File: src/isqrt_pkg.sv
// ---------------------------------------------------------------------------
// isqrt_pkg: shared types for the integer square root block
// Holds the controller state type and the command and status bundles that
// pass between the controller and the datapath.
// ---------------------------------------------------------------------------
package isqrt_pkg;

  // Width of the root result port.
  localparam int ROOT_WIDTH = 32;

  // Controller states.
  typedef enum logic [1:0] {
    ST_IDLE,
    ST_RUN,
    ST_WAIT
  } isqrt_state_t;

  // Commands from the controller to the datapath.
  typedef struct packed {
    logic load_in;   // capture a new radicand and clear the recurrence
    logic step;      // settle one root bit
    logic load_out;  // copy the finished root into the output register
  } isqrt_cmd_t;

  // Status from the datapath to the controller.
  typedef struct packed {
    logic last_step; // the current step settles the least significant bit
  } isqrt_status_t;

endpackage

File: src/isqrt_ctrl.sv
// ---------------------------------------------------------------------------
// isqrt_ctrl: controller for the integer square root block
// Sequences capture, the bit-by-bit recurrence and the hand-off of the
// result to the output register, and owns both channel handshakes.
// ---------------------------------------------------------------------------
module isqrt_ctrl (
  input  logic                     clk,
  input  logic                     rst_n,
  input  logic                     in_valid,
  output logic                     in_stall,
  output logic                     out_valid,
  input  logic                     out_stall,
  input  isqrt_pkg::isqrt_status_t status,
  output isqrt_pkg::isqrt_cmd_t    cmd
);
  import isqrt_pkg::*;

  isqrt_state_t state_r;
  isqrt_state_t state_nxt;
  logic         out_valid_r;
  logic         out_valid_nxt;
  logic         in_ready;
  logic         out_free;

  // State and output-valid registers.
  always_ff @(posedge clk) begin
    if (!rst_n) begin
      state_r     <= ST_IDLE;
      out_valid_r <= 1'b0;
    end else begin
      state_r     <= state_nxt;
      out_valid_r <= out_valid_nxt;
    end
  end

  // The output register can take a result when it is empty or being drained.
  assign out_free = !out_valid_r || !out_stall;

  // Next state and datapath commands.
  always_comb begin
    state_nxt    = state_r;
    in_ready     = 1'b0;
    cmd.load_in  = 1'b0;
    cmd.step     = 1'b0;
    cmd.load_out = 1'b0;
    case (state_r)
      ST_IDLE: begin
        in_ready = 1'b1;
        if (in_valid) begin
          cmd.load_in = 1'b1;
          state_nxt   = ST_RUN;
        end
      end
      ST_RUN: begin
        cmd.step = 1'b1;
        if (status.last_step) begin
          state_nxt = ST_WAIT;
        end
      end
      ST_WAIT: begin
        if (out_free) begin
          cmd.load_out = 1'b1;
          in_ready     = 1'b1;
          if (in_valid) begin
            cmd.load_in = 1'b1;
            state_nxt   = ST_RUN;
          end else begin
            state_nxt = ST_IDLE;
          end
        end
      end
      default: begin
        state_nxt = ST_IDLE;
      end
    endcase
  end

  // Output valid is set on a load and cleared once the transaction completes.
  always_comb begin
    if (cmd.load_out) begin
      out_valid_nxt = 1'b1;
    end else if (!out_stall) begin
      out_valid_nxt = 1'b0;
    end else begin
      out_valid_nxt = out_valid_r;
    end
  end

  assign in_stall  = !in_ready;
  assign out_valid = out_valid_r;

endmodule

File: src/isqrt_dp.sv
// ---------------------------------------------------------------------------
// isqrt_dp: datapath for the integer square root block
// Restoring digit-by-digit recurrence: each step brings down two radicand
// bits, subtracts the trial value 4*root+1 when it fits and shifts one root
// bit in. Also holds the step counter and the output register.
// ---------------------------------------------------------------------------
module isqrt_dp #(
  parameter int INPUT_WIDTH = 63
) (
  input  logic                                clk,
  input  logic [INPUT_WIDTH-1:0]              in_radicand,
  input  isqrt_pkg::isqrt_cmd_t               cmd,
  output isqrt_pkg::isqrt_status_t            status,
  output logic [isqrt_pkg::ROOT_WIDTH-1:0]    out_root
);
  import isqrt_pkg::*;

  localparam int STEPS = (INPUT_WIDTH + 1) / 2;
  localparam int RAD_W = 2 * STEPS;
  localparam int REM_W = STEPS + 2;
  localparam int SH_W  = REM_W + 2;
  localparam int CNT_W = $clog2(STEPS + 1);

  logic [RAD_W-1:0]      rad_r;
  logic [RAD_W-1:0]      rad_nxt;
  logic [REM_W-1:0]      rem_r;
  logic [REM_W-1:0]      rem_nxt;
  logic [STEPS-1:0]      root_r;
  logic [STEPS-1:0]      root_nxt;
  logic [CNT_W-1:0]      cnt_r;
  logic [CNT_W-1:0]      cnt_nxt;
  logic [ROOT_WIDTH-1:0] out_root_r;
  logic [SH_W-1:0]       rem_sh;
  logic [SH_W-1:0]       trial;
  logic [SH_W:0]         diff;
  logic                  fits;

  // One step of the recurrence.
  assign rem_sh = {rem_r, rad_r[RAD_W-1 -: 2]};
  assign trial  = SH_W'({root_r, 2'b01});
  assign diff   = {1'b0, rem_sh} - {1'b0, trial};
  assign fits   = !diff[SH_W];

  // Next values of the working registers.
  always_comb begin
    rad_nxt  = rad_r;
    rem_nxt  = rem_r;
    root_nxt = root_r;
    cnt_nxt  = cnt_r;
    if (cmd.load_in) begin
      rad_nxt  = RAD_W'(in_radicand);
      rem_nxt  = '0;
      root_nxt = '0;
      cnt_nxt  = CNT_W'(STEPS - 1);
    end else if (cmd.step) begin
      rad_nxt  = rad_r << 2;
      rem_nxt  = fits ? REM_W'(diff) : REM_W'(rem_sh);
      root_nxt = STEPS'({root_r, fits});
      cnt_nxt  = cnt_r - CNT_W'(1);
    end
  end

  // Working registers; pure payload, no reset needed.
  always_ff @(posedge clk) begin
    rad_r  <= rad_nxt;
    rem_r  <= rem_nxt;
    root_r <= root_nxt;
    cnt_r  <= cnt_nxt;
  end

  // Output register, loaded with the finished root.
  always_ff @(posedge clk) begin
    if (cmd.load_out) begin
      out_root_r <= ROOT_WIDTH'(root_r);
    end
  end

  assign status.last_step = (cnt_r == '0);
  assign out_root         = out_root_r;

endmodule

File: src/integer_square_root.sv
// ---------------------------------------------------------------------------
// integer_square_root: floor square root of an unsigned integer
// Controller plus datapath computing one root bit per cycle.
// ---------------------------------------------------------------------------
//  Channel  Ports                            Direction  Content
//  in       in_valid, in_stall, in_radicand  input      radicand, INPUT_WIDTH bits
//  out      out_valid, out_stall, out_root   output     floor root, 32 bits
//
// An item passes through the shared recurrence step, one root bit at a time,
// and then through a hand-off to the output register.
// The next item is taken in the cycle the finished root moves to the output
// register; no new item is taken while one is still in the recurrence.
// A stalled output holds its result; the following item finishes its steps
// and then waits until the output register is free.
// Synchronous active-low reset returns the controller to idle and empties
// the output; no clearing pass is needed.
// ---------------------------------------------------------------------------
module integer_square_root #(
  parameter int INPUT_WIDTH = 63
) (
  input  logic                             clk,
  input  logic                             rst_n,
  input  logic                             in_valid,
  output logic                             in_stall,
  input  logic [INPUT_WIDTH-1:0]           in_radicand,
  output logic                             out_valid,
  input  logic                             out_stall,
  output logic [isqrt_pkg::ROOT_WIDTH-1:0] out_root
);
  import isqrt_pkg::*;

  isqrt_cmd_t    cmd;
  isqrt_status_t status;

  // Sequencing and handshakes.
  isqrt_ctrl u_ctrl (
    .clk       (clk),
    .rst_n     (rst_n),
    .in_valid  (in_valid),
    .in_stall  (in_stall),
    .out_valid (out_valid),
    .out_stall (out_stall),
    .status    (status),
    .cmd       (cmd)
  );

  // Recurrence and output register.
  isqrt_dp #(
    .INPUT_WIDTH (INPUT_WIDTH)
  ) u_dp (
    .clk         (clk),
    .in_radicand (in_radicand),
    .cmd         (cmd),
    .status      (status),
    .out_root    (out_root)
  );

endmodule

File: config.mk
export PLATFORM = sky130hd
export DESIGN_NAME = integer_square_root
export DESIGN_NICKNAME = d
export VERILOG_FILES = /design/src/isqrt_pkg.sv /design/src/isqrt_ctrl.sv /design/src/isqrt_dp.sv /design/src/integer_square_root.sv
export SDC_FILE = /design/constraint.sdc
export NUM_CORES = 1
export LEC_CHECK = 0
export BUFFER_PORTS_ARGS = -buffer_cell sky130_fd_sc_hd__buf_4
export CORE_MARGIN = 2
export CORE_UTILIZATION = 40
export DETAILED_ROUTE_END_ITERATION = 8
export GPL_TIMING_DRIVEN = 0
export PLACE_DENSITY = 0.64
export SLEW_MARGIN = 5
export SYNTH_ARGS = -nofsm -noshare
export SYNTH_HDL_FRONTEND = slang
export SYNTH_SLANG_ARGS = --single-unit
File: constraint.sdc
create_clock -name clk -period 3.1 [get_ports clk]
set_input_delay 0 -clock clk [delete_from_list [all_inputs] [get_ports clk]]
set_output_delay 0 -clock clk [all_outputs]
set_load 0.1 [all_outputs]
==> results of run 1 <==
==> worst register-to-register path, stage by stage, from the launching register on <==
cell and delay [ps]:
dfxtp_1 350, inv_2 80, ha_4 240, nor2b_4 130
o31a_1 350, o31ai_4 310, a211oi_2 130, a211o_1 320
o31a_1 320, buf_6 140, buf_8 160, mux2i_1 220
o21ai_0 110
==> power groups by stage <==
stage          registers, µW  logic, µW  clock network, µW
4_1_cts                 3010       4170               2160
3_5_place_dp            3060       4080                  0
2_1_floorplan           2980       3270                  0
6_report                3020       4260               2130
3_3_place_gp            3050       4030                  0
5_1_grt                 3060       4750               2240
==> flip-flops by register name, indices dropped and copies added, names as in the netlist <==
register / flops
u_ctrl.state_r: 2
u_dp.rad_r: 64
u_dp.cnt_r: 6
u_dp.root_r: 32
u_dp.rem_r: 34
u_dp.out_root: 32
u_ctrl.out_valid: 1
==> cell usage after synthesis, types with 2 or more instances <==
cell type / number / area, µm²
nand4_1: 7 / 43.8
nor3_1: 11 / 55.1
nor2b_1: 5 / 31.3
a21oi_1: 46 / 230
and2_1: 8 / 50.1
inv_1: 43 / 161
mux2i_1: 14 / 140
o21ai_1: 8 / 40.0
xnor2_1: 23 / 201
buf_2: 3 / 15.0
o31a_1: 3 / 26.3
o21a_1: 7 / 52.6
clkbuf_1: 38 / 143
nor2_1: 27 / 101
o211ai_1: 4 / 30.0
nand2_1: 231 / 867
dfxtp_1: 76 / 1520
buf_1: 3 / 11.3
a21boi_0: 2 / 15.0
nand2b_1: 11 / 68.8
and3_1: 2 / 12.5
o21ai_0: 83 / 415
o21bai_1: 4 / 30.0
a21o_1: 13 / 97.6
a31oi_1: 3 / 18.8
o22ai_1: 5 / 31.3
edfxtp_1: 95 / 2850
nand3_1: 40 / 200
ha_1: 35 / 438
a211oi_1: 6 / 45.0
xor2_1: 11 / 96.3
a22oi_1: 4 / 30.0
buf_6: 3 / 33.8
==> what timing repair did <==
action,in CTS,in global routing
cloned,1,0
hold endpoints to repair,66,0
gates resized for setup,2,5
pin swaps,0,2
endpoints found under the setup margin,65,33
setup buffers,0,1
hold buffers,66,0
==> cell families (layout without fill, tap and decap cells) <==
| logic type | Yosys count | in the layout |
|---|---|---|
| simple gates | 352 | 352 |
| compound gates | 198 | 198 |
| fa+ha+maj | 35 | 35 |
| mux | 15 | 15 |
| xor+xnor | 34 | 34 |
| buf+inv | 91 | 285 |
| flops | 171 | 171 |
==> per-layer routing <==
metal  global-route usage, %  wire [µm]  vias up
met5                       0          0        -
met4                    7.38        465        0
met3                    3.01        652       36
met2                    30.5       9580      127
met1                    24.9       9630     3241
li1                        -          -     3457
==> through the flow <==
step / util (%) / instance area [µm²] / setup TNS [ps] / power (µW) / hold slack, ps
final: 52.8 / 10700 / 0 / 9410 / 357
after global routing: 52.8 / 10700 / 0 / 10000 / 364
after CTS: 52.7 / 10700 / 0 / 9350 / 346
after detailed placement: 46.6 / 9450 / -44960 / 7140 / 228
after global placement: 46.4 / 9420 / -41900 / 7080 / 223
after floorplan: - / 8330 / 0 / 6250 / 122
==> final timing paths <==
kind | startpoint | end | slack, ps | depth (start not counted)
worst max-delay path | u_dp.root_r[0] | u_dp.rem_r[17] | 100 | 12
worst min register to register | u_dp.rad_r[61] | u_dp.rad_r[63] | 450 | 2
worst max register to register | u_dp.root_r[0] | u_dp.rem_r[17] | 100 | 12
worst min-delay path | rst_n | u_ctrl.state_r[1] | 360 | 3
==> layout make-up <==
type                       count  area, µm²
timing repair inverter         1       7.51
clock inverter                14        150
sequential                   171       4380
tap                          270        338
fill                        1858       9590
inverter                      43        165
clock buffer                  18        429
buffer                        41        193
timing repair buffer         168       1450
multi-input combinational    634       3610
==> impl_metrics.toml, run 1 <==
[synth]
synth_nets = 998
synth.area.mux_share_pct = 1.82
synth-xor-area-share_pct = 3.58
synth_area_mm2 = 0.00832
syn_inst = 896
synth-simple-area-share_pct = 18.3
synth_compound_area_share_pct = 13.9
yosysWarnings = 0
synth-main-ff-cell = "edfxtp_1"
synth_fa_ha_area_share_pct = 5.26
ys_types = 55
synthArstFlopShare_pct = 0
syn_area_per_cell_um2 = 9.29
synth_top_family_by_area = "simple AND/OR/NAND/NOR gates"
synth_seq_cells = 171
synth_edf_count = 95
synth_seq_area_share_pct = 52.6

[sta]
worst_pin_slew_ps = 814
relSlewSlack_pct = 45.7
max_freq_mhz = 334
layout_setup_ws_ps = 102
rsz0062_at_grt = "no"
maxSlewViolCount = 0
hold_viol_final = 0
timing.final.crit_share_pct = 96.7
finalClockSkew_ps = 12.5
min_period_ps = 3000
setup_violations = 0

[cts]
htree_levels = 4
clk_pin_slew_worst_paths_ps = 70
cts_root_buf = "clkbuf_16"
cts_made_buffers = 17
cts_tree = "yes"
insertion_delay_ps = 440
clock_path_buffers = 2
cts_sinks = 171

[setup_path]
crit_buf_inv = 3
critical_path_arrival_ps = 3300
worstPathMaxFanout = 10
cpMaxStageDelayCell = "dfxtp_1"
worstPathRequired_ps = 3400
crit_path_start_kind = "flop"
cpMostUsedCell = "o31a_1"
crit_family = "compound AO/OA/AOI/OAI gates"
endpoint_kind = "flop"
crit_chain = "inv_2, ha_4, nor2b_4, o31a_1, o31ai_4, a211oi_2, a211o_1, o31a_1, buf_6, buf_8, mux2i_1, o21ai_0"
max_stage_delay_ps = 350
critPathKind = "flop to flop"

[power]
pwr-share-clk_pct = 22.6
p_leak_uw = 0.00442
swShare_pct = 38.0
p_comb_share_pct = 45.2
cell_internal_pwr_uw = 5830
power_density_mw_per_mm2 = 879
vdd.ir_drop.worst_uv = 672
share_seq_of_total_power_pct = 32.1
power.switching_uw = 3580

[floorplan]
fp.dieW_um = 148
die-area_mm2 = 0.0220
die-height_um = 148
rows = 52
io_pins = 101
initial_core_util_pct = 41.0
core_area_mm2 = 0.0203

[detailed_routing]
drt_wl_total_mm = 20.3
drt-vias-per-instance = 5.04
vias = 6861
ant_nets = 0
drt_first_iter_violations = 387
drc = 0
wire_per_inst_um = 14.9
dr.pass1.iters = 6

[hold_path]
min_path_type = "input pin to flop"

[job]
drv_cap = 0

[final_layout]
diodes = 0
syn2layout_area_growth_pct = 28.7
final_common_cell = "nand2_1"
layout-drive-gt1-share_pct = 14.4
nets = 1179
layout_common_cells = "nand2_1 (231), buf_4 (101), edfxtp_1 (95), o21ai_0 (83), dfxtp_1 (75)"
stdcell_count = 1360

[placement]
dpl.hpwl_mm = 13.8
dp.cells = 1267
gp_congestion = 0.875
pre_cts_slack_ps = -705
io_buffers = 100

[global_routing]
antenna_found_initial = 0
track_usage_pct = 18.7
grt_pass1_wl_mm = 32.7
grt-ovfl-total = 0
grt_pass1_vias = 6655
grt_max_degree = 33

[outcome]
status = "completed"
Power figures use the tool's default switching activity.
==> run 2, diff against run 1 <==
--- a/config.mk
+++ b/config.mk
@@ -6,11 +6,13 @@
 export NUM_CORES = 1
 export LEC_CHECK = 0
 export BUFFER_PORTS_ARGS = -buffer_cell sky130_fd_sc_hd__buf_4
+export CELL_PAD_IN_SITES_DETAIL_PLACEMENT = 0
+export CELL_PAD_IN_SITES_GLOBAL_PLACEMENT = 1
 export CORE_MARGIN = 2
 export CORE_UTILIZATION = 40
 export DETAILED_ROUTE_END_ITERATION = 8
 export GPL_TIMING_DRIVEN = 0
-export PLACE_DENSITY = 0.64
+export PLACE_DENSITY = 0.79
 export SLEW_MARGIN = 5
 export SYNTH_ARGS = -nofsm -noshare
 export SYNTH_HDL_FRONTEND = slang
==> run 2 against run 1 <==
  * Cell area grew 0.43%
  * Global-route usage rose by 0.17 points
  * Die area unchanged
  * Critical path type unchanged
  * Highest routed layer unchanged
  * Maximum frequency rose by 0.14%
==> impl_metrics.toml, run 2 (synthesis results as in run 1) <==
[setup_path]
r2r_cells = 13
critPathKind = "flop to flop"
crit_chain = "inv_2, ha_4, nor2b_4, o31a_1, o31ai_4, a211oi_2, a211o_1, o31a_1, buf_6, buf_8, nand2_8, o22ai_2, a21o_1"
cpMostUsedCell = "o31a_1"
cp.depth = 13
endpoint_kind = "flop"
max_stage_delay_ps = 370
worstPathMaxFanout = 10
crit_buf_inv = 3
critical_path_arrival_ps = 3310
crit_family = "compound AO/OA/AOI/OAI gates"
cpMaxStageDelayCell = "o31a_1"
crit_path_start_kind = "flop"
worstPathRequired_ps = 3420

[sta]
hold_viol_final = 0
timing.final.crit_share_pct = 96.6
max_freq_mhz = 334
relSlewSlack_pct = 46.1
worst_pin_slew_ps = 808
maxSlewViolCount = 0
finalClockSkew_ps = 9.65
setup_violations = 0
min_period_ps = 2990

[placement]
dpl.hpwl_mm = 13.7
gp_congestion = 0.872
place_area_mm2 = 0.00945
io_buffers = 100

[cts]
clock_path_buffers = 2
cts_sinks = 171
clk_pin_slew_worst_paths_ps = 70
insertion_delay_ps = 430
cts_root_buf = "clkbuf_16"
cts_tree = "yes"
htree_levels = 4
cts_made_buffers = 17

[global_routing]
antenna_found_initial = 0
grt-ovfl-total = 0
track_usage_pct = 18.8
grt_pass1_vias = 6577
grt_pass1_wl_mm = 33.0
grt_max_degree = 23

[final_layout]
diodes = 0
final_common_cell = "nand2_1"
largest_reg_flops = 64
layout-drive-gt1-share_pct = 14.9
finish.utilization_pct = 53.0
syn2layout_area_growth_pct = 29.3
fillers = 1884
reg_top3 = "u_dp.rad_r x64, u_dp.rem_r x34"
layout_common_cells = "nand2_1 (231), buf_4 (100), edfxtp_1 (95), o21ai_0 (81), dfxtp_1 (75)"
regMostFlops = "u_dp.rad_r"
postLayoutCellArea_mm2 = 0.0108
nets = 1178

[floorplan]
die-area_mm2 = 0.0220
core_area_mm2 = 0.0203
fp.dieW_um = 148
io_pins = 101
die-height_um = 148
initial_core_util_pct = 41.0
rows = 52

[outcome]
status = "completed"

[hold_path]
hold_depth = 4
min_path_type = "input pin to flop"

[power]
total_power_uw = 9490
vdd.ir_drop.worst_uv = 536
power_density_mw_per_mm2 = 882
p_leak_uw = 0.00443

[detailed_routing]
drt_first_iter_violations = 412
drt_wl_total_mm = 20.3
vias = 6785
ant_nets = 0
dr.pass1.iters = 7
drc = 0
wire_per_inst_um = 15.0
drt-vias-per-instance = 4.99

[job]
drv_cap = 0
run 2: per-layer routing:
layer  wire, µm  global-route usage (%)  vias to the layer above
met1       9760                    26.3                     3145
li1           -                       -                     3468
met5          0                       0                        -
met2       9560                    30.1                      146
met4        335                    6.14                        0
met3        681                    2.94                       26
run 2: timing repair:
action / CTS / global route
resized for setup: 4 / 12
endpoints found under the setup margin: 79 / 33
gates cloned: 3 / 0
pin swaps: 0 / 3
hold buffers: 66 / 0
setup buffers: 0 / 0
endpoints found under the hold margin: 66 / 0
run 2: area by class of cell:
cell class	count	area, µm²	area share, %
flip-flops and latches	171	4380	40.7
multi-input cells	634	3620	33.7
repair buffers	167	1440	13.4
clock buffers	18	429	3.99
well taps	270	338	3.14
plain buffers	39	185	1.72
clock inverters	14	181	1.69
inverters	43	165	1.54
repair inverters	3	22.5	0.209
run 2: power by group:
group / total, µW / internal (µW) / leakage (µW) / switching [µW]
registers: 3010 / 2790 / 0.00156 / 225
logic: 4260 / 1900 / 0.00258 / 2360
clock network: 2220 / 1290 / 0.000285 / 932
total: 9490 / 5980 / 0.00443 / 3510
run 2: path summary, 6_finish.rpt:
kind | startpoint | to | slack, ps
max | u_dp.root_r[0] | u_dp.rem_r[30] | 110
min | in_valid | u_ctrl.state_r[0] | 50
max reg2reg | u_dp.root_r[0] | u_dp.rem_r[30] | 110
min reg2reg | u_dp.rad_r[61] | u_dp.rad_r[63] | 450
run 2: through the flow:
step / setup WS [ps] / TNS (ps) / hold WS [ps] / std cells
CTS: 6.54 / 0 / 36.7 / 1365
global placement: -585 / -37800 / 222 / 1266
detailed placement: -660 / -42030 / 224 / 1267
floorplan: 132 / 0 / 122 / 896
global route: -0.917 / -0.917 / 68.6 / 1359
finish: 106 / 0 / 50.0 / 1359
run 2: tightest hold or removal path, cell delays in order:
cell and delay (ps):
buf_4 110, nand2b_1 80, o22ai_1 80, and2_1 150
